<file path="src/sv/prct_pkg.sv">
package prct_pkg;

  localparam int RANGE_SIZE_DEF   = 1024;
  localparam int MAX_VERSIONS_DEF = 1024;
  localparam int NODE_POOL_DEF    = 16384;

  localparam int VER_W  = 11;
  localparam int POS_W  = 10;
  localparam int BND_W  = 11;
  localparam int CNT_W  = 11;
  localparam int STAT_W = 2;
  localparam int CFG_W  = 11;

  localparam logic [CFG_W-1:0] RANGE_SIZE_RST = CFG_W'(1024);
  localparam logic [CNT_W-1:0] COUNT_MAX      = '1;

  localparam logic OP_INSERT = 1'b0;
  localparam logic OP_QUERY  = 1'b1;

  localparam logic [STAT_W-1:0] STAT_OK      = 2'd0;
  localparam logic [STAT_W-1:0] STAT_FULL    = 2'd1;
  localparam logic [STAT_W-1:0] STAT_BAD_VER = 2'd2;
  localparam logic [STAT_W-1:0] STAT_BAD_POS = 2'd3;

  typedef struct packed {
    logic             operation;
    logic [VER_W-1:0] version;
    logic [POS_W-1:0] position;
    logic [BND_W-1:0] range_lo;
    logic [BND_W-1:0] range_hi;
  } item_t;

  typedef struct packed {
    logic [VER_W-1:0]  new_version;
    logic [CNT_W-1:0]  count;
    logic [STAT_W-1:0] status;
  } result_t;

  typedef enum logic [3:0] {
    S_IDLE,
    S_ROOT,
    S_ROOTW,
    S_IRD,
    S_IEVAL,
    S_SEVAL,
    S_ICHK,
    S_IWR,
    S_ROOTWR,
    S_QPOP,
    S_QEVAL
  } state_e;

  function automatic logic [CNT_W-1:0] sat_add(input logic [CNT_W-1:0] a,
                                                input logic [CNT_W-1:0] b);
    logic [CNT_W:0] s;
    s = {1'b0, a} + {1'b0, b};
    return s[CNT_W] ? COUNT_MAX : s[CNT_W-1:0];
  endfunction

endpackage

</file>
<file path="src/sv/prct_ram.sv">
module prct_ram import prct_pkg::*; #(
  parameter int W = 8,
  parameter int D = 16
) (
  input  logic                 clk_i,
  input  logic                 we_i,
  input  logic [$clog2(D)-1:0] waddr_i,
  input  logic [W-1:0]         wdata_i,
  input  logic [$clog2(D)-1:0] raddr_i,
  output logic [W-1:0]         rdata_o
);

  logic [W-1:0] mem [D];
  logic [W-1:0] rdata_q;

  always_ff @(posedge clk_i) begin
    if (we_i) begin
      mem[waddr_i] <= wdata_i;
    end
    rdata_q <= mem[raddr_i];
  end

  assign rdata_o = rdata_q;

endmodule
</file>
<file path="config.mk">
export PLATFORM = sky130hd
export DESIGN_NAME = prct_ram
export DESIGN_NICKNAME = d
export VERILOG_FILES = /design/src/sv/prct_pkg.sv /design/src/sv/prct_ram.sv
export SDC_FILE = /design/constraint.sdc
export NUM_CORES = 1
export LEC_CHECK = 0
export BUFFER_PORTS_ARGS = -buffer_cell sky130_fd_sc_hd__buf_2
export CORE_UTILIZATION = 30
export CTS_CLUSTER_SIZE = 24
export DETAILED_ROUTE_END_ITERATION = 12
export GPL_TIMING_DRIVEN = 1
export HOLD_SLACK_MARGIN = 0.05
export PLACE_DENSITY = 0.54
export SYNTH_ARGS = -nofsm -noshare
export SYNTH_HDL_FRONTEND = slang
export SYNTH_SLANG_ARGS = --single-unit
export TNS_END_PERCENT = 30
</file>
<file path="constraint.sdc">
create_clock -name clk_i -period 1.8 [get_ports clk_i]
set_input_delay 0 -clock clk_i [delete_from_list [all_inputs] [get_ports clk_i]]
set_output_delay 0 -clock clk_i [all_outputs]
set_load 0.005 [all_outputs]
</file>
==> results of run 1 <==
==> metrics by stage <==
| step | std cells | total power (W) | setup slack (ns) | instance area, sq um |
|---|---|---|---|---|
| after CTS | 526 | 0.007175 | 0.3942 | 6299 |
| after global routing | 526 | 0.007325 | 0.3449 | 6299 |
| after global placement | 486 | 0.003965 | 0.2803 | 5664 |
| final | 526 | 0.007101 | 0.4079 | 6299 |
| after floorplan | 229 | 0.003803 | 0.3071 | 5147 |
| after detailed placement | 486 | 0.003972 | 0.3149 | 5664 |
==> flip-flops by register name, summed over array words and instances, names as in the netlist <==
signal   cells
mem        128
rdata_o      8
==> power by group through the flow <==
stage | Sequential, W | Clock (W) | Combinational (W)
global route | 0.00357 | 0.00338 | 0.000381
global placement | 0.00363 | 0 | 0.000337
finish | 0.00356 | 0.00319 | 0.000347
floorplan | 0.00362 | 0 | 0.000180
CTS | 0.00356 | 0.00325 | 0.000358
detailed placement | 0.00363 | 0 | 0.000343
==> cells in the mapped netlist <==
cell type                         count
sky130_fd_sc_hd__a22oi_1             16
sky130_fd_sc_hd__and2_1               1
sky130_fd_sc_hd__and2b_1              1
sky130_fd_sc_hd__buf_2                3
sky130_fd_sc_hd__buf_4                1
sky130_fd_sc_hd__buf_6                3
sky130_fd_sc_hd__clkdlybuf4s25_2      3
sky130_fd_sc_hd__dfxtp_1              8
sky130_fd_sc_hd__edfxtp_1           128
sky130_fd_sc_hd__mux4_1              14
sky130_fd_sc_hd__mux4_2              18
sky130_fd_sc_hd__nand2_1              9
sky130_fd_sc_hd__nand2b_1             2
sky130_fd_sc_hd__nand3_1              1
sky130_fd_sc_hd__nand3b_1             2
sky130_fd_sc_hd__nor2_1              13
sky130_fd_sc_hd__nor2b_1              1
sky130_fd_sc_hd__nor3_1               4
sky130_fd_sc_hd__or3b_2               1
==> layer usage <==
metal	track usage, %	part of all wire, %	vias up
met5	0	0	-
met4	4.406	0.99	0
li1	-	-	1101
met3	3.793	3.9	8
met2	19.31	49	48
met1	17.05	47	1288
==> timing repair <==
action	in CTS	in global routing
hold endpoints to repair	128	0
gates resized for setup	0	0
hold buffers	8	0
==> cell type report <==
cell class              instances  area [sq um]
clock buffers                  18         429.2
clock inverters                14         125.1
fillers                      1502         10340
multi-input cells              83          1057
flip-flops and latches        136          4004
well taps                     220         275.3
repair buffers                 55         407.9
==> worst max-delay path, stage by stage (launching register included) <==
cell                       delay (ns)
sky130_fd_sc_hd__edfxtp_1        0.35
sky130_fd_sc_hd__mux4_1          0.56
sky130_fd_sc_hd__a22oi_1         0.20
sky130_fd_sc_hd__nand2_1         0.14
==> logic make-up (layout without fill, tap and decap cells) <==
group	count (synthesis)	in the layout
DFF	136	136
and+or+nand+nor	35	35
muxes	32	32
AOI/OAI and AO/OA	16	16
buffers and inverters	10	87
==> final timing paths <==
| check | from | end | cells past startpoint |
|---|---|---|---|
| max | mem[5][0] | rdata_o[0] | 3 |
| min | waddr_i[0] | mem[0][5] | 3 |
| max reg2reg | mem[5][0] | rdata_o[0] | 3 |
| min reg2reg | mem[12][1] | rdata_o[1] | 3 |
==> results.yml, run 1 <==
placement:
  port_buffers: 25
  dpl.hpwl_um: 6517
  final_estimated_routing_congestion_in_global_placement: 0.7217
grt:
  grt_antenna_before_repair: 0
  grt_first_pass_wirelength_um: 15780
  grt_start_max_net_pins: 19
  grt_pass1_vias: 2577
  grt_overflow_total: 0
  global_route.usage.total_pct: 12.62
cts:
  numClockSinks: 136
  cts.path.max_buffers: 2
  cts_htree_levels: 4
  cts_post_setup_buffers_inserted: 0
  clkTransAtPathRegs_ns: 0.06
  cts-buffers-inserted: 17
  tritoncts: "done"
  clkLatencyLatePin_ns: 0.42
  clk_root_buffer_cell: "sky130_fd_sc_hd__clkbuf_16"
pwr:
  power_per_cell_area_nw_per_um2: 1127
  share_comb_of_total_power_pct: 4.9
  leakagePower_nw: 2.124
  power.share.switching_pct: 21.07
  sequentialPowerShare_pct: 50.2
  irDropWorstVdd_mv: 0.8242
  total_switching_power_w: 0.001496
  pwr-share-clk_pct: 45.0
  internal_power_w: 0.005604
routing:
  drcViolationCount: 0
  dr_total_vias: 2445
  total_iterations_of_the_first_detailed_routing_run: 4
  postRouteWirelength_um: 10150
  drtIter0Drc: 156
  routed_via_density: 4.648
  routedWlPerCell_um: 19.29
  ant_nets: 0
final_layout:
  layout_common_cells: "sky130_fd_sc_hd__edfxtp_1, sky130_fd_sc_hd__buf_2, sky130_fd_sc_hd__buf_4, sky130_fd_sc_hd__mux4_2, sky130_fd_sc_hd__clkbuf_16"
  flow.area_growth_from_synthesis_pct: 22.36
  post_route_cells_drive_above_1_share_pct: 31.70
  antenna-diode-count: 0
  mostFrequentLayoutCell: "sky130_fd_sc_hd__edfxtp_1"
  num-nets-final: 311
  final_core_util_pct: 37.85
logic_synthesis:
  xor_xnor_share_of_the_synthesized_area_pct: 0
  yosys.area.top_type_share_pct: 74.67
  synth_top_cells_by_area: "sky130_fd_sc_hd__edfxtp_1, sky130_fd_sc_hd__mux4_2, sky130_fd_sc_hd__mux4_1"
  complex_gate_fraction_of_the_synthesized_area_pct: 2.333
  postSynthRegisterBits: 136
  synth.area.mux_share_pct: 15.02
  postSynthNetCount: 247
  synth_seq_area_share_pct: 77.78
  combinational_family_with_the_most_area_after_synthesis: "multiplexers"
  synthesis.area_per_instance_sq_um: 22.48
  synthesis.yosys.warnings: 0
  netlist_area_sq_um: 5147
  synth-simple-area-share_pct: 3.184
  leading_area_contributor_after_synthesis: "sky130_fd_sc_hd__edfxtp_1"
  yosysUniqueCellTypes: 19
  gate_count_after_technology_mapping: 229
  fraction_of_the_mapped_netlist_area_in_adder_cells_pct: 0
worst_setup_path:
  worst_setup_path_end_kind: "flip-flop"
  cp_max_fo: 1
  worst-setup-path-type: "flip-flop to flip-flop"
  critPathArrivalTime_ns: 1.66
  startpoint_type: "flip-flop"
  critPathRequiredTime_ns: 2.07
  register_to_register_path_setup_slack_ns: 0.41
hold_path:
  timing.hold.worst.class: "input port to flip-flop"
timing:
  worstMarginPinSlew_ns: 0.4955
  maximum_clock_skew_at_final_layout_ns: 0.01318
  fmax_ghz: 0.7184
  post-route-period-util_pct: 77.34
  setup_repair_after_global_routing_missed_its_margin: "false"
  maxSlewViolCount: 0
  relative_max_transition_margin_pct: 66.96
  final_worst_path_period_need_ns: 1.392
  hold_viol: 0
  final-setup-viol-count: 0
  setup_tns_ns: 0
  post_route_hold_slack_ns: 0.1415
outcome:
  outcome: "finished clean"
floorplanning:
  top_level_ports: 26
  chipHeight_um: 133.0
  die_outline_area_sq_um: 17690
  num_rows: 47
  fp.coreArea_sq_um: 16640
  initial_core_util_pct: 30.93
  chip_width_um: 133.0
run:
  maxCapViolCount: 0
(Power assumes the default switching activity.)
==> run 2, diff against run 1 <==
==> constraint.sdc (replaced) <==
create_clock -name clk_i -period 1.38 [get_ports clk_i]
set_input_delay 0 -clock clk_i [delete_from_list [all_inputs] [get_ports clk_i]]
set_output_delay 0 -clock clk_i [all_outputs]
set_load 0.005 [all_outputs]
==> run 2 against run 1 <==
Net effect: maximum frequency increased by 3.9%; clock power increased by 43%; via count increased by 0.29%; core utilization increased by 0.38 points; sequential share of layout area decreased by 0.64 points; critical path depth unchanged; critical endpoint is now rdata_o[3].
==> results.yml, run 2 (same netlist as run 1, synthesis figures left out) <==
outcome:
  outcome: "finished clean"
worst_setup_path:
  critPathArrivalTime_ns: 1.63
  worst_setup_path_end_kind: "flip-flop"
  startpoint_type: "flip-flop"
  worst-setup-path-type: "flip-flop to flip-flop"
  cp_max_fo: 1
  critPathRequiredTime_ns: 1.68
timing:
  setup_ws_ns: 0.04076
  worstMarginPinSlew_ns: 0.8034
  setup_tns_ns: 0
  fmax_ghz: 0.7467
  final_worst_path_period_need_ns: 1.339
  relative_max_transition_margin_pct: 46.33
  final-setup-viol-count: 0
  post-route-period-util_pct: 97.05
  setup_repair_after_global_routing_missed_its_margin: "true"
  maxSlewViolCount: 0
  hold_viol: 0
  maximum_clock_skew_at_final_layout_ns: 0.006035
  post_route_hold_slack_ns: 0.1543
grt:
  grt_overflow_total: 0
  grt_antenna_before_repair: 0
  global_route.usage.total_pct: 12.64
  grt_start_max_net_pins: 23
  grt_pass1_vias: 2605
  grt_first_pass_wirelength_um: 15590
placement:
  final_estimated_routing_congestion_in_global_placement: 0.7460
  port_buffers: 25
  dpl.hpwl_um: 6767
  dp_slack_ns: -0.1370
  cell_area_after_placement_sq_um: 5664
floorplanning:
  die_outline_area_sq_um: 17690
  fp.coreArea_sq_um: 16640
  chipHeight_um: 133.0
  initial_core_util_pct: 30.93
  top_level_ports: 26
  num_rows: 47
  chip_width_um: 133.0
pwr:
  leakagePower_nw: 2.143
  irDropWorstVdd_mv: 0.9732
  power_after_layout_w: 0.009665
  power_per_cell_area_nw_per_um2: 1519
cts:
  tritoncts: "done"
  cts_htree_levels: 4
  numClockSinks: 136
  clkTransAtPathRegs_ns: 0.06
  clk_root_buffer_cell: "sky130_fd_sc_hd__clkbuf_16"
  clkLatencyLatePin_ns: 0.41
  cts.path.max_buffers: 2
  cts-buffers-inserted: 17
routing:
  dr_total_vias: 2452
  drcViolationCount: 0
  routed_via_density: 4.653
  postRouteWirelength_um: 10160
  drtIter0Drc: 252
  routedWlPerCell_um: 19.27
  ant_nets: 0
  total_iterations_of_the_first_detailed_routing_run: 4
final_layout:
  flow.area_growth_from_synthesis_pct: 23.60
  post_route_cells_drive_above_1_share_pct: 32.57
  antenna-diode-count: 0
  layout_common_cells: "sky130_fd_sc_hd__edfxtp_1, sky130_fd_sc_hd__buf_2, sky130_fd_sc_hd__buf_4, sky130_fd_sc_hd__mux4_2, sky130_fd_sc_hd__clkbuf_16"
  finalInstanceArea_sq_um: 6362
  layout.area.seq_sq_um: 4004
  multi_input_area_sq_um: 1086
  num-nets-final: 312
  regMostFlops: "mem"
  filler_cell_count: 1509
  mostFrequentLayoutCell: "sky130_fd_sc_hd__edfxtp_1"
  number_of_flip_flops_under_the_largest_register_name: 128
run:
  maxCapViolCount: 0
hold_path:
  timing.hold.worst.class: "input port to flip-flop"
-- run 2: report_power, final --
group | internal, W | switching [W] | leakage, nW
Combinational | 0.000213 | 0.000255 | 0.632
Sequential | 0.00462 | 0.0000272 | 1.22
Clock | 0.00299 | 0.00156 | 0.287
-- run 2: repair_timing --
action | CTS | global route
endpoints found under the setup margin | 3 | 5
pin swaps | 0 | 2
hold buffers | 8 | 0
endpoints found under the hold margin | 128 | 0
buffers inserted | 0 | 0
resized for setup | 2 | 5
-- run 2: layout make-up --
class                           instances  area share [%]
Clock buffer                           21           6.922
Clock inverter                         11           2.419
Multi-Input combinational cell         83           17.07
Sequential cell                       136           62.93
Tap cell                              220           4.326
Timing Repair Buffer                   56           6.332
-- run 2: through the flow --
step / std cells / utilization, %
final: 527 / 38.23
after global routing: 527 / 38.23
after CTS: 527 / 38.15
after detailed placement: 487 / 34.04
after global placement: 487 / 34.04
after floorplan: 229 / -
-- run 2: final timing paths --
check,start,to,slack (ns),cells after the start
max,mem[4][3],rdata_o[3],0.04,3
min reg2reg,mem[15][0],rdata_o[0],0.66,3
min,waddr_i[0],mem[0][3],0.15,3
max reg2reg,mem[4][3],rdata_o[3],0.04,3
-- run 2: routing by layer --
metal	vias up	wire [um]	global-route usage [%]
met2	60	4717	18.56
li1	1104	-	-
met1	1273	4830	17.65
met5	-	0	0
met4	0	147	5.172
met3	15	459	3.487
-- run 2: critical path, stage by stage (launching register included) --
cell	delay [ns]
sky130_fd_sc_hd__edfxtp_1	0.37
sky130_fd_sc_hd__mux4_1	0.56
sky130_fd_sc_hd__a22oi_2	0.19
sky130_fd_sc_hd__nand2_1	0.10
==> run 3, diff against run 2 <==
--- a/config.mk
+++ b/config.mk
@@ -6,12 +6,12 @@
 export NUM_CORES = 1
 export LEC_CHECK = 0
 export BUFFER_PORTS_ARGS = -buffer_cell sky130_fd_sc_hd__buf_2
-export CORE_UTILIZATION = 30
+export CORE_UTILIZATION = 40
 export CTS_CLUSTER_SIZE = 24
 export DETAILED_ROUTE_END_ITERATION = 12
 export GPL_TIMING_DRIVEN = 1
 export HOLD_SLACK_MARGIN = 0.05
-export PLACE_DENSITY = 0.54
+export PLACE_DENSITY = 0.65
 export SYNTH_ARGS = -nofsm -noshare
 export SYNTH_HDL_FRONTEND = slang
 export SYNTH_SLANG_ARGS = --single-unit
==> run 3 against run 2 <==
Net effect: sequential power is essentially flat; register-to-register slack is essentially flat; via count shrank 2.7%; count of clock-buffer cells in the layout shrank 2; design area shrank 1.0%; critical endpoint is now rdata_o[2]; combinational power shrank 6.2%; hold slack lost 0.012 ns; worst setup slack gained 0.012 ns.
==> results.yml, run 3 (same netlist as run 1, synthesis figures left out) <==
outcome:
  outcome: "finished clean"
pwr:
  power_per_cell_area_nw_per_um2: 1537
  irDropWorstVdd_mv: 1.160
  leakagePower_nw: 2.143
timing:
  final-setup-viol-count: 0
  maximum_clock_skew_at_final_layout_ns: 0.007396
  relative_max_transition_margin_pct: 60.12
  fmax_ghz: 0.7535
  post-route-period-util_pct: 96.17
  final_worst_path_period_need_ns: 1.327
  worstMarginPinSlew_ns: 0.5960
  setup_repair_after_global_routing_missed_its_margin: "false"
  maxSlewViolCount: 0
  setup_tns_ns: 0
  hold_viol: 0
floorplanning:
  initial_core_util_pct: 40.96
  num_rows: 41
  die_outline_area_sq_um: 13330
  chip_width_um: 115.4
  top_level_ports: 26
  fp.coreArea_sq_um: 12570
  chipHeight_um: 115.4
cts:
  cts.path.max_buffers: 2
  clkTransAtPathRegs_ns: 0.06
  cts-buffers-inserted: 17
  numClockSinks: 136
  clk_root_buffer_cell: "sky130_fd_sc_hd__clkbuf_16"
  cts_htree_levels: 4
  cts_post_setup_buffers_inserted: 0
  tritoncts: "done"
  clkLatencyLatePin_ns: 0.40
routing:
  total_iterations_of_the_first_detailed_routing_run: 4
  postRouteWirelength_um: 8987
  dr_total_vias: 2386
  ant_nets: 0
  drtIter0Drc: 214
  drcViolationCount: 0
  routed_via_density: 5.013
  routedWlPerCell_um: 18.88
placement:
  port_buffers: 25
  dpl.hpwl_um: 5873
  final_estimated_routing_congestion_in_global_placement: 0.6977
  cell_area_after_placement_sq_um: 5594
worst_setup_path:
  startpoint_type: "flip-flop"
  critPathArrivalTime_ns: 1.62
  timing.reg2reg.worst_path_depth: 3
  critPathRequiredTime_ns: 1.67
  worst-setup-path-type: "flip-flop to flip-flop"
  cp_max_fo: 1
  worst_setup_path_end_kind: "flip-flop"
run:
  maxCapViolCount: 0
grt:
  global_route.usage.total_pct: 15.19
  grt_first_pass_wirelength_um: 14060
  grt_overflow_total: 0
  grt_start_max_net_pins: 33
  grt_pass1_vias: 2538
  grt_antenna_before_repair: 0
hold_path:
  timing.hold.worst.class: "input port to flip-flop"
  min_delay_path_depth: 3
final_layout:
  regMostFlops: "mem"
  filler_cell_count: 984
  finalInstanceArea_sq_um: 6297
  layout_common_cells: "sky130_fd_sc_hd__edfxtp_1, sky130_fd_sc_hd__buf_2, sky130_fd_sc_hd__mux4_2, sky130_fd_sc_hd__clkbuf_16, sky130_fd_sc_hd__buf_4"
  antenna-diode-count: 0
  flow.area_growth_from_synthesis_pct: 22.34
  number_of_flip_flops_under_the_largest_register_name: 128
  post_route_cells_drive_above_1_share_pct: 31.58
  num-nets-final: 309
  mostFrequentLayoutCell: "sky130_fd_sc_hd__edfxtp_1"
==> run 3: cell types whose count changed in the layout (fill, tap and decap cells not counted), moves of 2 or more <==
cell                       before  now
sky130_fd_sc_hd__a22oi_1       11   14
sky130_fd_sc_hd__a22oi_2        5    2
sky130_fd_sc_hd__buf_4         21   17
sky130_fd_sc_hd__clkbuf_1       4    2
sky130_fd_sc_hd__clkinv_1       3    1
sky130_fd_sc_hd__clkinv_4       0    3
==> run 3: area by class of cell <==
type / count / area, sq um / area share [%]
sequential: 136 / 4004 / 63.58
tap: 172 / 215.2 / 3.417
multi-input combinational: 83 / 1072 / 17.03
clock buffer: 19 / 432.9 / 6.875
timing repair buffer: 53 / 392.9 / 6.239
clock inverter: 13 / 180.2 / 2.861
==> run 3: timing repair <==
action                                  CTS  global route
hold endpoints to repair                128             0
gates resized for setup                   0             2
endpoints found under the setup margin    0             2
hold buffers                              8             0
==> run 3: per-layer routing <==
metal	global-route usage, %	vias to the layer above	routed length, um
met3	3.609	10	273
met1	18.10	1229	3821
li1	-	1096	-
met2	26.43	51	4773
met5	0	-	0
met4	6.494	0	118
==> run 3: stage by stage <==
stage               hold WS [ns]  total power (W)  instances  util, %  setup WS (ns)
floorplan                0.09887         0.004960        229        -         0.1139
global placement          0.3757         0.005139        436    44.51      -0.007227
detailed placement        0.3805         0.005157        436    44.51       0.001938
CTS                       0.1295         0.009728        476    50.02        0.05265
global route              0.1515         0.009959        476    50.10        0.01070
finish                    0.1419         0.009679        476    50.10        0.05292
==> run 3: final timing paths <==
| check | slack [ns] | startpoint | endpoint |
|---|---|---|---|
| setup reg to reg | 0.05 | mem[5][2] | rdata_o[2] |
| hold / removal | 0.14 | waddr_i[0] | mem[0][0] |
| hold reg to reg | 0.68 | mem[12][3] | rdata_o[3] |
| setup / recovery | 0.05 | mem[5][2] | rdata_o[2] |
==> run 3: critical path, stage by stage (launching register included) <==
cell and delay (ns):
sky130_fd_sc_hd__edfxtp_1 0.36, sky130_fd_sc_hd__mux4_1 0.55, sky130_fd_sc_hd__a22oi_1 0.22, sky130_fd_sc_hd__nand2_1 0.08
==> run 3: report_power, final <==
group / total [W] / internal, W / leakage [nW] / switching (W)
Clock: 0.00459 / 0.00301 / 0.294 / 0.00158
Combinational: 0.000439 / 0.000208 / 0.625 / 0.000231
Sequential: 0.00465 / 0.00462 / 1.22 / 0.0000276
